### src/rtl/run_length_bounded_stack_top_defines.svh
`ifndef RUN_LENGTH_BOUNDED_STACK_TOP_DEFINES_SVH
`define RUN_LENGTH_BOUNDED_STACK_TOP_DEFINES_SVH

// Same-cycle implication, checked outside reset.
`define RLBS_ASSERT_IMP(lbl, clk, rst_n, ante, cons, msg) \
  lbl: assert property (@(posedge clk) disable iff (!(rst_n)) (ante) |-> (cons)) \
    else $error(msg);

// Next-cycle implication, checked outside reset.
`define RLBS_ASSERT_NXT(lbl, clk, rst_n, ante, cons, msg) \
  lbl: assert property (@(posedge clk) disable iff (!(rst_n)) (ante) |=> (cons)) \
    else $error(msg);

`endif

### src/rtl/rlbs_pkg.sv
`default_nettype none

package rlbs_pkg;

  localparam int unsigned RUN_DEPTH  = 64;
  localparam int unsigned DATA_WIDTH = 32;
  localparam int unsigned IDX_W      = $clog2(RUN_DEPTH);
  localparam int unsigned PTR_W      = $clog2(RUN_DEPTH + 1);

  typedef enum logic [1:0] {
    MODE_PUSH = 2'd0,
    MODE_POP  = 2'd1,
    MODE_TOP  = 2'd2,
    MODE_SIZE = 2'd3
  } mode_e;

  typedef enum logic [1:0] {
    ST_OK      = 2'd0,
    ST_FULL    = 2'd1,
    ST_EMPTY   = 2'd2,
    ST_IGNORED = 2'd3
  } status_e;

  typedef enum logic [1:0] {
    SEL_NONE = 2'd0,
    SEL_TOP  = 2'd1,
    SEL_SIZE = 2'd2
  } data_sel_e;

  typedef enum logic [1:0] {
    S_IDLE = 2'd0,
    S_EXEC = 2'd1,
    S_POP  = 2'd2,
    S_RESP = 2'd3
  } state_e;

  typedef struct packed {
    mode_e       mode;
    logic [31:0] count;
    logic [31:0] item_value;
  } in_item_t;

  typedef struct packed {
    status_e     status;
    logic        data_valid;
    logic [31:0] data_out;
  } out_item_t;

  typedef struct packed {
    logic      load;       // capture the accepted item
    logic      push;       // store a new run
    logic      pop_start;  // take count off the total
    logic      pop_run;    // drop the whole top run
    logic      trim;       // shorten the top run
    logic      set_err;
    logic      out_load;
    status_e   status;
    data_sel_e sel;
  } dp_cmd_t;

  typedef struct packed {
    logic  err;
    mode_e mode;
    logic  count_zero;
    logic  push_over;
    logic  ptr_full;
    logic  ptr_empty;
    logic  pop_under;
    logic  run_covers;  // remaining count covers the whole top run
    logic  run_exact;   // remaining count ends exactly on the top run
  } dp_stat_t;

endpackage

`default_nettype wire

### src/rtl/rlbs_ctrl.sv
`default_nettype none

module rlbs_ctrl (
  input  logic               clk_i,
  input  logic               rst_ni,
  input  logic               in_valid_i,
  output logic               in_ready_o,
  output logic               out_valid_o,
  input  logic               out_ready_i,
  input  rlbs_pkg::dp_stat_t stat_i,
  output rlbs_pkg::dp_cmd_t  cmd_o
);
  import rlbs_pkg::*;

  state_e state_q, state_d;
  logic   out_valid_q, out_valid_d;
  logic   out_free;

  assign out_free = !out_valid_q || out_ready_i;

  always_ff @(posedge clk_i or negedge rst_ni) begin
    if (!rst_ni) begin
      state_q     <= S_IDLE;
      out_valid_q <= 1'b0;
    end else begin
      state_q     <= state_d;
      out_valid_q <= out_valid_d;
    end
  end

  always_comb begin
    state_d    = state_q;
    cmd_o      = '0;
    cmd_o.status = ST_OK;
    cmd_o.sel    = SEL_NONE;
    in_ready_o = 1'b0;

    unique case (state_q)
      S_IDLE: begin
        in_ready_o = 1'b1;
        if (in_valid_i) begin
          cmd_o.load = 1'b1;
          state_d    = S_EXEC;
        end
      end

      // nothing changes until the output register can take the result
      S_EXEC: begin
        if (out_free) begin
          cmd_o.out_load = 1'b1;
          state_d        = S_IDLE;
          if (stat_i.err) begin
            cmd_o.status = ST_IGNORED;
          end else begin
            unique case (stat_i.mode)
              MODE_PUSH: begin
                if (stat_i.push_over) begin
                  cmd_o.set_err = 1'b1;
                  cmd_o.status  = ST_FULL;
                end else if (stat_i.count_zero) begin
                  cmd_o.status = ST_OK;
                end else if (stat_i.ptr_full) begin
                  cmd_o.set_err = 1'b1;
                  cmd_o.status  = ST_FULL;
                end else begin
                  cmd_o.push = 1'b1;
                end
              end
              MODE_POP: begin
                if (stat_i.pop_under) begin
                  cmd_o.set_err = 1'b1;
                  cmd_o.status  = ST_EMPTY;
                end else if (!stat_i.count_zero) begin
                  cmd_o.out_load  = 1'b0;
                  cmd_o.pop_start = 1'b1;
                  state_d         = S_POP;
                end
              end
              MODE_TOP: begin
                if (stat_i.ptr_empty) begin
                  cmd_o.set_err = 1'b1;
                  cmd_o.status  = ST_EMPTY;
                end else begin
                  cmd_o.sel = SEL_TOP;
                end
              end
              default: begin
                cmd_o.sel = SEL_SIZE;
              end
            endcase
          end
        end
      end

      // one run per cycle; the read port already shows the next top run
      S_POP: begin
        if (stat_i.ptr_empty) begin
          state_d = S_RESP;
        end else if (stat_i.run_covers) begin
          cmd_o.pop_run = 1'b1;
          if (stat_i.run_exact) begin
            state_d = S_RESP;
          end
        end else begin
          cmd_o.trim = 1'b1;
          state_d    = S_RESP;
        end
      end

      S_RESP: begin
        if (out_free) begin
          cmd_o.out_load = 1'b1;
          state_d        = S_IDLE;
        end
      end

      default: begin
        state_d = S_IDLE;
      end
    endcase
  end

  always_comb begin
    out_valid_d = out_valid_q;
    if (out_valid_q && out_ready_i) begin
      out_valid_d = 1'b0;
    end
    if (cmd_o.out_load) begin
      out_valid_d = 1'b1;
    end
  end

  assign out_valid_o = out_valid_q;

endmodule

`default_nettype wire

### config.mk
export PLATFORM = sky130hd
export DESIGN_NAME = rlbs_ctrl
export DESIGN_NICKNAME = d
export VERILOG_FILES = /design/src/rtl/run_length_bounded_stack_top_defines.svh /design/src/rtl/rlbs_pkg.sv /design/src/rtl/rlbs_ctrl.sv
export SDC_FILE = /design/constraint.sdc
export NUM_CORES = 1
export LEC_CHECK = 0
export ABC_AREA = 0
export BUFFER_PORTS_ARGS = -buffer_cell sky130_fd_sc_hd__buf_2
export CORE_AREA = 2 2 39 41
export CTS_CLUSTER_DIAMETER = 80
export DETAILED_ROUTE_END_ITERATION = 16
export DIE_AREA = 0 0 41 43
export PLACE_DENSITY = 0.5
export SLEW_MARGIN = 20
export SYNTH_ARGS = -nofsm -noshare
export SYNTH_HDL_FRONTEND = slang
export SYNTH_SLANG_ARGS = --single-unit
### constraint.sdc
create_clock -name clk_i -period 2.84 [get_ports clk_i]
set_input_delay 0.568 -clock clk_i [delete_from_list [all_inputs] [get_ports clk_i]]
set_output_delay 0.568 -clock clk_i [all_outputs]
set_load 0.02 [all_outputs]
# Word level (Yosys, flattened, before mapping)
# Index checks and enable logic that the tools add are counted.
# op_classes
n_eq_ne	9
muxes	55
reduce_logical	8
# ops
cell	n
$mux W2	20
$mux W1	28
$pmux W2 S4	1
$eq A2 B2 Y1 const B	3
$mux W6	1
$ne A2 B2 Y1 const B	3
$pmux W2 S3	1
$eq A2 B1 Y1 const B	2
$logic_not A2 Y1	2
$mux W4	1
$ne A4 B4 Y1 const B	1
$pmux W2 S2	1
$reduce_and A4 Y1	1
$pmux W1 S3	1
$pmux W1 S2	1
$reduce_bool A2 Y1	1
$reduce_or A2 Y1	1
$logic_and A1 B1 Y1	1
$logic_not A1 Y1	1
$logic_or A1 B1 Y1	1
# word_totals
reg_bits	3
in_bits	14

# Longest topological paths before layout
# Gate-level depths: netlist of run 1.
# logic_depth
depth_word	8
mapped_depth	4

# Least setup slack after synthesis of run 1
# Ideal clock, no wire load.
# synth_path
path_kind	input -> output
from	input port out_ready_i
to	output port cmd_o[0] (netlist bit)
t_arrival_ps	1586
stages	3
slack_ps	686
path_buffers	0
cell_sequence	nand2b_1 > nand3_1 > nor4b_1
# synth_rtl
element	line_no	rtl
from (decl)	rlbs_ctrl.sv:9	input logic out_ready_i,
to (decl)	rlbs_ctrl.sv:11	output rlbs_pkg::dp_cmd_t cmd_o

==> results of run 1 <==
==> layout make-up <==
cell class                      instances  share of cell area (%)
Timing Repair Buffer                   26                    28.0
Sequential cell                         3                    16.1
Tap cell                               16                    4.30
Multi-Input combinational cell         31                    45.2
Clock buffer                            4                    5.65
Inverter                                1                   0.806
==> worst max-delay path, stage by stage, from the launching register on <==
cell,delay [ns]
dfrtp_1,0.46
nor2_2,0.16
nand3_1,0.16
nor4b_1,0.26
buf_2,0.21
==> synth_stat cells <==
master    number
inv_1          1
o21ai_1        2
nor2_1         6
a221oi_2       1
nor3_1         1
o21a_1         1
nor4b_1        2
and4b_4        1
nor2b_1        2
o311a_1        1
nand2b_1       2
dfrtp_1        3
nand3b_1       1
and2_1         1
and4bb_1       1
a211oi_2       1
nand2_1        4
mux2_2         1
nor2_2         1
a211oi_1       1
buf_4          1
nand3_1        1
==> cells by family (layout without fill, tap and decap cells) <==
group	Yosys count	count (layout)	share of synthesized area, %
compound gates	7	7	21.1
flops	3	3	25.3
simple gates	23	23	46.0
buf+inv	2	31	3.80
mux	1	1	3.80
==> through the flow <==
stage / instances / utilization, %
3_5_place_dp: 77 / 31.7
6_report: 81 / 33.6
3_3_place_gp: 77 / 31.7
4_1_cts: 81 / 33.6
5_1_grt: 81 / 33.6
2_1_floorplan: 36 / -
==> routing by layer <==
metal	part of all wire (%)	vias up	wire length, microns
li1	-	191	-
met1	44	154	357
met2	46	15	376
met3	9.7	0	79
met4	0	0	0
met5	0	-	0
==> path summary, 6_finish.rpt <==
kind | start | endpoint | depth (start not counted)
worst max-delay path | flip-flop | cmd_o[0] | 4
worst min-delay path | rst_ni | async pin | 1
worst max register to register | flip-flop | flip-flop | 3
worst min register to register | out_valid_o$_DFFE_PN0P_ | out_valid_o$_DFFE_PN0P_ | 2
max in group asynchronous | rst_ni | out_valid_o$_DFFE_PN0P_ | 1
min in group clk_i | out_valid_o$_DFFE_PN0P_ | out_valid_o$_DFFE_PN0P_ | 2
==> placed cells by master, fill, tap and decap left out, drive strengths merged, types with 2 or more instances in the layout <==
master   n
clkbuf   4
nor4b    2
nor2b    2
nand2    4
nor2     7
nand2b   2
dfrtp    3
a211oi   2
buf     26
o21ai    2
==> report_power, final <==
group	switching, W	internal (W)	leakage (nW)
Combinational	0.000114	0.0000682	0.187
Clock	0.0000198	0.0000525	0.0150
Sequential	0.0000172	0.0000591	0.0372
Total	0.000151	0.000180	0.239
==> summary.txt, run 1 <==
Finish
  • Design area: 465 sq um
  • Multi-input gate area: between 200 and 250 sq um
  • Syn-to-layout area delta: 57.0%
  • # fillers: between 150 and 200
  • FF+latch area: between 70 and 80 sq um
  • Fraction of layout cells with a size suffix above 1: about 52%
  • Number of inserted diodes: 0
  • Total Nets Final: 80

Timing
  • RSZ-0062 raised after global routing: false
  • Final WS setup: just under 0.8 ns
  • Fin Setup TNS: 0 ns
  • Slew margin rel.: 81.5%
  • Maximum clock rate: 487 MHz
  • Worst hold margin: 0.127 ns
  • Clk_skew: around 0.00026 ns
  • Tmin final: 2.05 ns
  • Final count of hold timing violations: 0
  • Crit share post-route: between 70% and 80%
  • Slew Viols, Final: 0
  • Setup Viol. Count Final: 0
  • Slew @ Worst Pin: between 0.2 and 0.3 ns

Critical path
  • Crit path kind: reg2out
  • Data required time at the worst endpoint: 2.27 ns
  • Worst Path Arrival: approximately 1.5 ns
  • R2R Setup Slk: between 1.5 and 2 ns
  • Max FO, Critical Path: 8
  • Critical path launch point type: flip-flop
  • Crit. End Element: output pin

Clock network
  • Root buf cell: clkbuf_4
  • Cts hold-fix bufs: 0
  • Post_cts resized: 0
  • Clock Pin Slew Worst Setup and Hold Paths: about 0.030 ns
  • CTS max path bufs: 2
  • Post-CTS Setup Inserts: 0
  • CTS tree: done
  • CTS buffer count: 3
  • # H-tree levels: 1
  • Worst-Skew Late Latency: 0.23 ns
  • Clock sinks: 3

Global route
  • GRT Max-Usage Layer: met2
  • Remaining global-route overflow: 0
  • M2 GR Usage: 14.7%
  • First-pass GRT wire length: 1060 microns
  • Vias in the first global route: 300
  • Largest net degree at the start of global routing: 9
  • Met3 Usage GRT: 1.57%
  • Met1 Use GR: 9.71%
  • Total GRT Usage: 8.95%
  • Initial antenna violation count: 0

Flow run
  • Max Cap Viol: 0

Floorplan
  • Placeable Area: between 1000 and 1500 sq um
  • Die Footprint: roughly 1800 sq um
  • Top Ports: 27
  • Num rows: 14
  • Starting Density: 21.4%
  • Die H: about 43 microns
  • Horiz. Die Dim: roughly 41 microns

Routing
  • DRT Pass-1 Iters: 4
  • DRC: 0
  • Final WL: 813 microns
  • Routed len/inst: 10.0 microns
  • ANT nets after route: 0
  • Vias per inst: 4.44
  • Detailed Route Iter0 Violations: 3
  • Vias: 360

Placed design
  • Place WS: around 0.80 ns
  • Post-DP HPWL: 681 microns
  • Area after DPL: 439 sq um
  • RD Place Congestion: 0.670
  • I/O Buffers: 26

Pwr
  • Power Total: 0.000331 W
  • Static Leak: 0.239 nW
  • Worst IR Drop VDD: 0.000241 V
  • Power Dens Cells: 710 nW/um^2

Yosys
  • Register area share after synthesis: 25.3%
  • Syn Inst Count: 36
  • Net count after synthesis: 50
  • Syn avg cell area: 8.24 sq um
  • Ranking of synthesized cells by area: dfrtp_1 25%, nor2_1 7.6%, nor4b_1 5.9%
  • Synth Cell Area: about 300 sq um
  • Distinct cells, synth: 22
  • Flops & latches, synth: 3
  • Yosys top cell area share: 25.3%
  • Yosys top cell by area: dfrtp_1
  • Ys Warns: 0

Hold path
  • Tightest Hold Check Type: in2async

Outcome
  • Status: complete, no violations
(Power assumes the default switching activity.)
==> inputs of run 2 (changes only) <==
--- a/config.mk
+++ b/config.mk
@@ -5,13 +5,13 @@
 export SDC_FILE = /design/constraint.sdc
 export NUM_CORES = 1
 export LEC_CHECK = 0
-export ABC_AREA = 0
+export ABC_AREA = 1
 export BUFFER_PORTS_ARGS = -buffer_cell sky130_fd_sc_hd__buf_2
 export CORE_AREA = 2 2 39 41
 export CTS_CLUSTER_DIAMETER = 80
 export DETAILED_ROUTE_END_ITERATION = 16
 export DIE_AREA = 0 0 41 43
-export PLACE_DENSITY = 0.5
+export PLACE_DENSITY = 0.52
 export SLEW_MARGIN = 20
 export SYNTH_ARGS = -nofsm -noshare
 export SYNTH_HDL_FRONTEND = slang
==> constraint.sdc (replaced) <==
create_clock -name clk_i -period 2.1 [get_ports clk_i]
set_input_delay 0.42 -clock clk_i [delete_from_list [all_inputs] [get_ports clk_i]]
set_output_delay 0.42 -clock clk_i [all_outputs]
set_load 0.02 [all_outputs]
==> summary.txt, run 2 <==
Placed design
  • RD Place Congestion: 0.676
  • Post-DP HPWL: 727 microns
  • Dpl cells: 103
  • I/O Buffers: 26

Global route
  • Largest net degree at the start of global routing: 8
  • M2 GR Usage: 17.5%
  • First-pass GRT wire length: 1430 microns
  • Met1 Use GR: between 10 and 15%
  • Initial antenna violation count: 0
  • Met3 Usage GRT: 3.14%
  • Total GRT Usage: 12.0%
  • GRT Max-Usage Layer: met2
  • Vias in the first global route: 392
  • Remaining global-route overflow: 0

Yosys
  • Asr flop ratio synth: 100%
  • Ranking of synthesized cells by area: dfrtp_1 23%, nor2_1 19%, nand2_1 17%
  • Number of flops mapped to enable cells by yosys: 0
  • Synth top cells by count: 17 x nor2_1, 15 x nand2_1, 12 x inv_1, 4 x nand3_1
  • Net count after synthesis: 76
  • Synth Cell Area: 332 sq um
  • Register area share after synthesis: 22.6%
  • Syn Inst Count: 62
  • Ys Warns: 0
  • Predominant post-synthesis flop cell: dfrtp_1
  • Distinct cells, synth: 14
  • Yosys top cell area share: 22.6%
  • Most frequent cell after synthesis: nor2_1
  • Yosys top cell by area: dfrtp_1
  • Flops & latches, synth: 3
  • Syn avg cell area: 5.35 sq um

Outcome
  • Status: complete, no violations

Routing
  • Detailed Route Iter0 Violations: 8
  • Vias per inst: 4.00
  • DRC: 0
  • DRT Pass-1 Iters: 4
  • Final WL: 853 microns
  • Routed len/inst: between 7 and 8 microns
  • Vias: 432
  • ANT nets after route: 0

Critical path
  • Worst flop-to-flop path endpoint: out_valid_o$_DFFE_PN0P_
  • Max FO, Critical Path: 4
  • R2R Setup Slk: 1.22 ns
  • Crit path kind: reg2out
  • Crit. End Element: output pin
  • Worst-case reg-to-reg path depth: 4
  • Data required time at the worst endpoint: 1.68 ns
  • Worst Path Arrival: 1.25 ns
  • Critical path launch point type: flip-flop

Finish
  • # fillers: 160
  • Commonest non-fill, non-tap cell in the layout: buf_2
  • Most frequent cells in the layout: 26 x buf_2, 17 x nor2_1, 15 x nand2_1
  • Total Nets Final: around 110
  • Fraction of layout cells with a size suffix above 1: 38.0%
  • Syn-to-layout area delta: 54.0%
  • FF+latch area: 75.1 sq um
  • Final std cells w/o fill: 108
  • Number of inserted diodes: 0
  • Multi-input gate area: between 200 and 250 sq um

Pwr
  • Power Dens Cells: 910 nW/um^2
  • Static Leak: 0.335 nW
  • Worst IR Drop VDD: 0.000418 V

Clock network
  • Post-CTS Setup Inserts: 0
  • CTS buffer count: 3
  • Clock sinks: 3
  • # H-tree levels: 1
  • Root buf cell: clkbuf_4
  • Clock Pin Slew Worst Setup and Hold Paths: 0.03 ns
  • Post_cts resized: 0
  • Cts hold-fix bufs: 1
  • CTS max path bufs: 2
  • Worst-Skew Late Latency: 0.23 ns
  • CTS tree: done

Flow run
  • Max Cap Viol: 0

Floorplan
  • Die H: between 40 and 50 microns
  • Die Footprint: roughly 1800 sq um
  • Horiz. Die Dim: around 41 microns
  • Top Ports: 27
  • Starting Density: a little under a quarter
  • Num rows: 14
  • Placeable Area: approximately 1400 sq um

Timing
  • Slew @ Worst Pin: 0.248 ns
  • Setup Viol. Count Final: 0
  • Final count of hold timing violations: 0
  • Clk_skew: around 0.0024 ns
  • Tmin final: 1.67 ns
  • Slew Viols, Final: 0
  • Fin Setup TNS: 0 ns
  • Maximum clock rate: approximately 600 MHz
  • Slew margin rel.: ~83%
  • Crit share post-route: 79.5%
  • RSZ-0062 raised after global routing: false

Hold path
  • WHS Path Cells: 4
  • Tightest Hold Check Type: in2reg
  • Hold_sp: out_ready_i
  • Hold EP: out_valid_o$_DFFE_PN0P_
## run 2: cell type report
type	count	area share, %
sequential	3	14.7
tap	16	3.92
multi-input combinational	45	39.2
timing repair buffer	27	27.5
clock buffer	4	5.15
inverter	13	9.56
## run 2: kinds of logic (layout without fill, tap and decap cells)
family / count (synthesis) / count (layout) / synth area share (%)
and+or+nand+nor: 44 / 44 / 58.9
buffers and inverters: 14 / 44 / 17.0
DFF: 3 / 3 / 22.6
AOI/OAI and AO/OA: 1 / 1 / 1.51
## run 2: metal layers
layer  wire [microns]  share of wire (%)
met1              379                 44
met2              399                 47
met3               74                8.7
met4                0                  0
met5                0                  0
## run 2: power breakdown
part	switching, W	total (W)	internal, W
Combinational	0.000175	0.000266	0.0000911
Sequential	0.0000199	0.0000999	0.0000800
Clock	0.0000275	0.0000986	0.0000711
## run 2: critical path: stages, from the launching register on
cell     delay [ns]
dfrtp_1        0.36
nand2_1        0.09
nand2_2        0.08
nor2_4         0.11
nand2_1        0.10
nor2_1         0.11
buf_2          0.17
## run 2: how the worst max path moves through the flow
| stage | end | slack, ns | startpoint |
|---|---|---|---|
| floorplan | cmd_o[5] | 0.56 | out_valid_o$_DFFE_PN0P_ |
| global placement | cmd_o[0] | 0.51 | out_ready_i |
| detailed placement | cmd_o[0] | 0.50 | out_ready_i |
| CTS | cmd_o[0] | 0.39 | out_valid_o$_DFFE_PN0P_ |
| global route | cmd_o[5] | 0.28 | out_valid_o$_DFFE_PN0P_ |
| finish | cmd_o[5] | 0.43 | out_valid_o$_DFFE_PN0P_ |
## run 2: per-stage QoR
| stage | instance area, sq um | power [W] | util [%] | hold WS (ns) | setup WS, ns |
|---|---|---|---|---|---|
| floorplan | 332 | 0.000296 | - | 0.124 | 0.562 |
| global placement | 474 | 0.000371 | 34.3 | 0.216 | 0.507 |
| detailed placement | 474 | 0.000372 | 34.3 | 0.216 | 0.496 |
| CTS | 510 | 0.000478 | 36.9 | 0.469 | 0.394 |
| global route | 510 | 0.000517 | 36.9 | 0.513 | 0.277 |
| finish | 510 | 0.000465 | 36.9 | 0.472 | 0.430 |
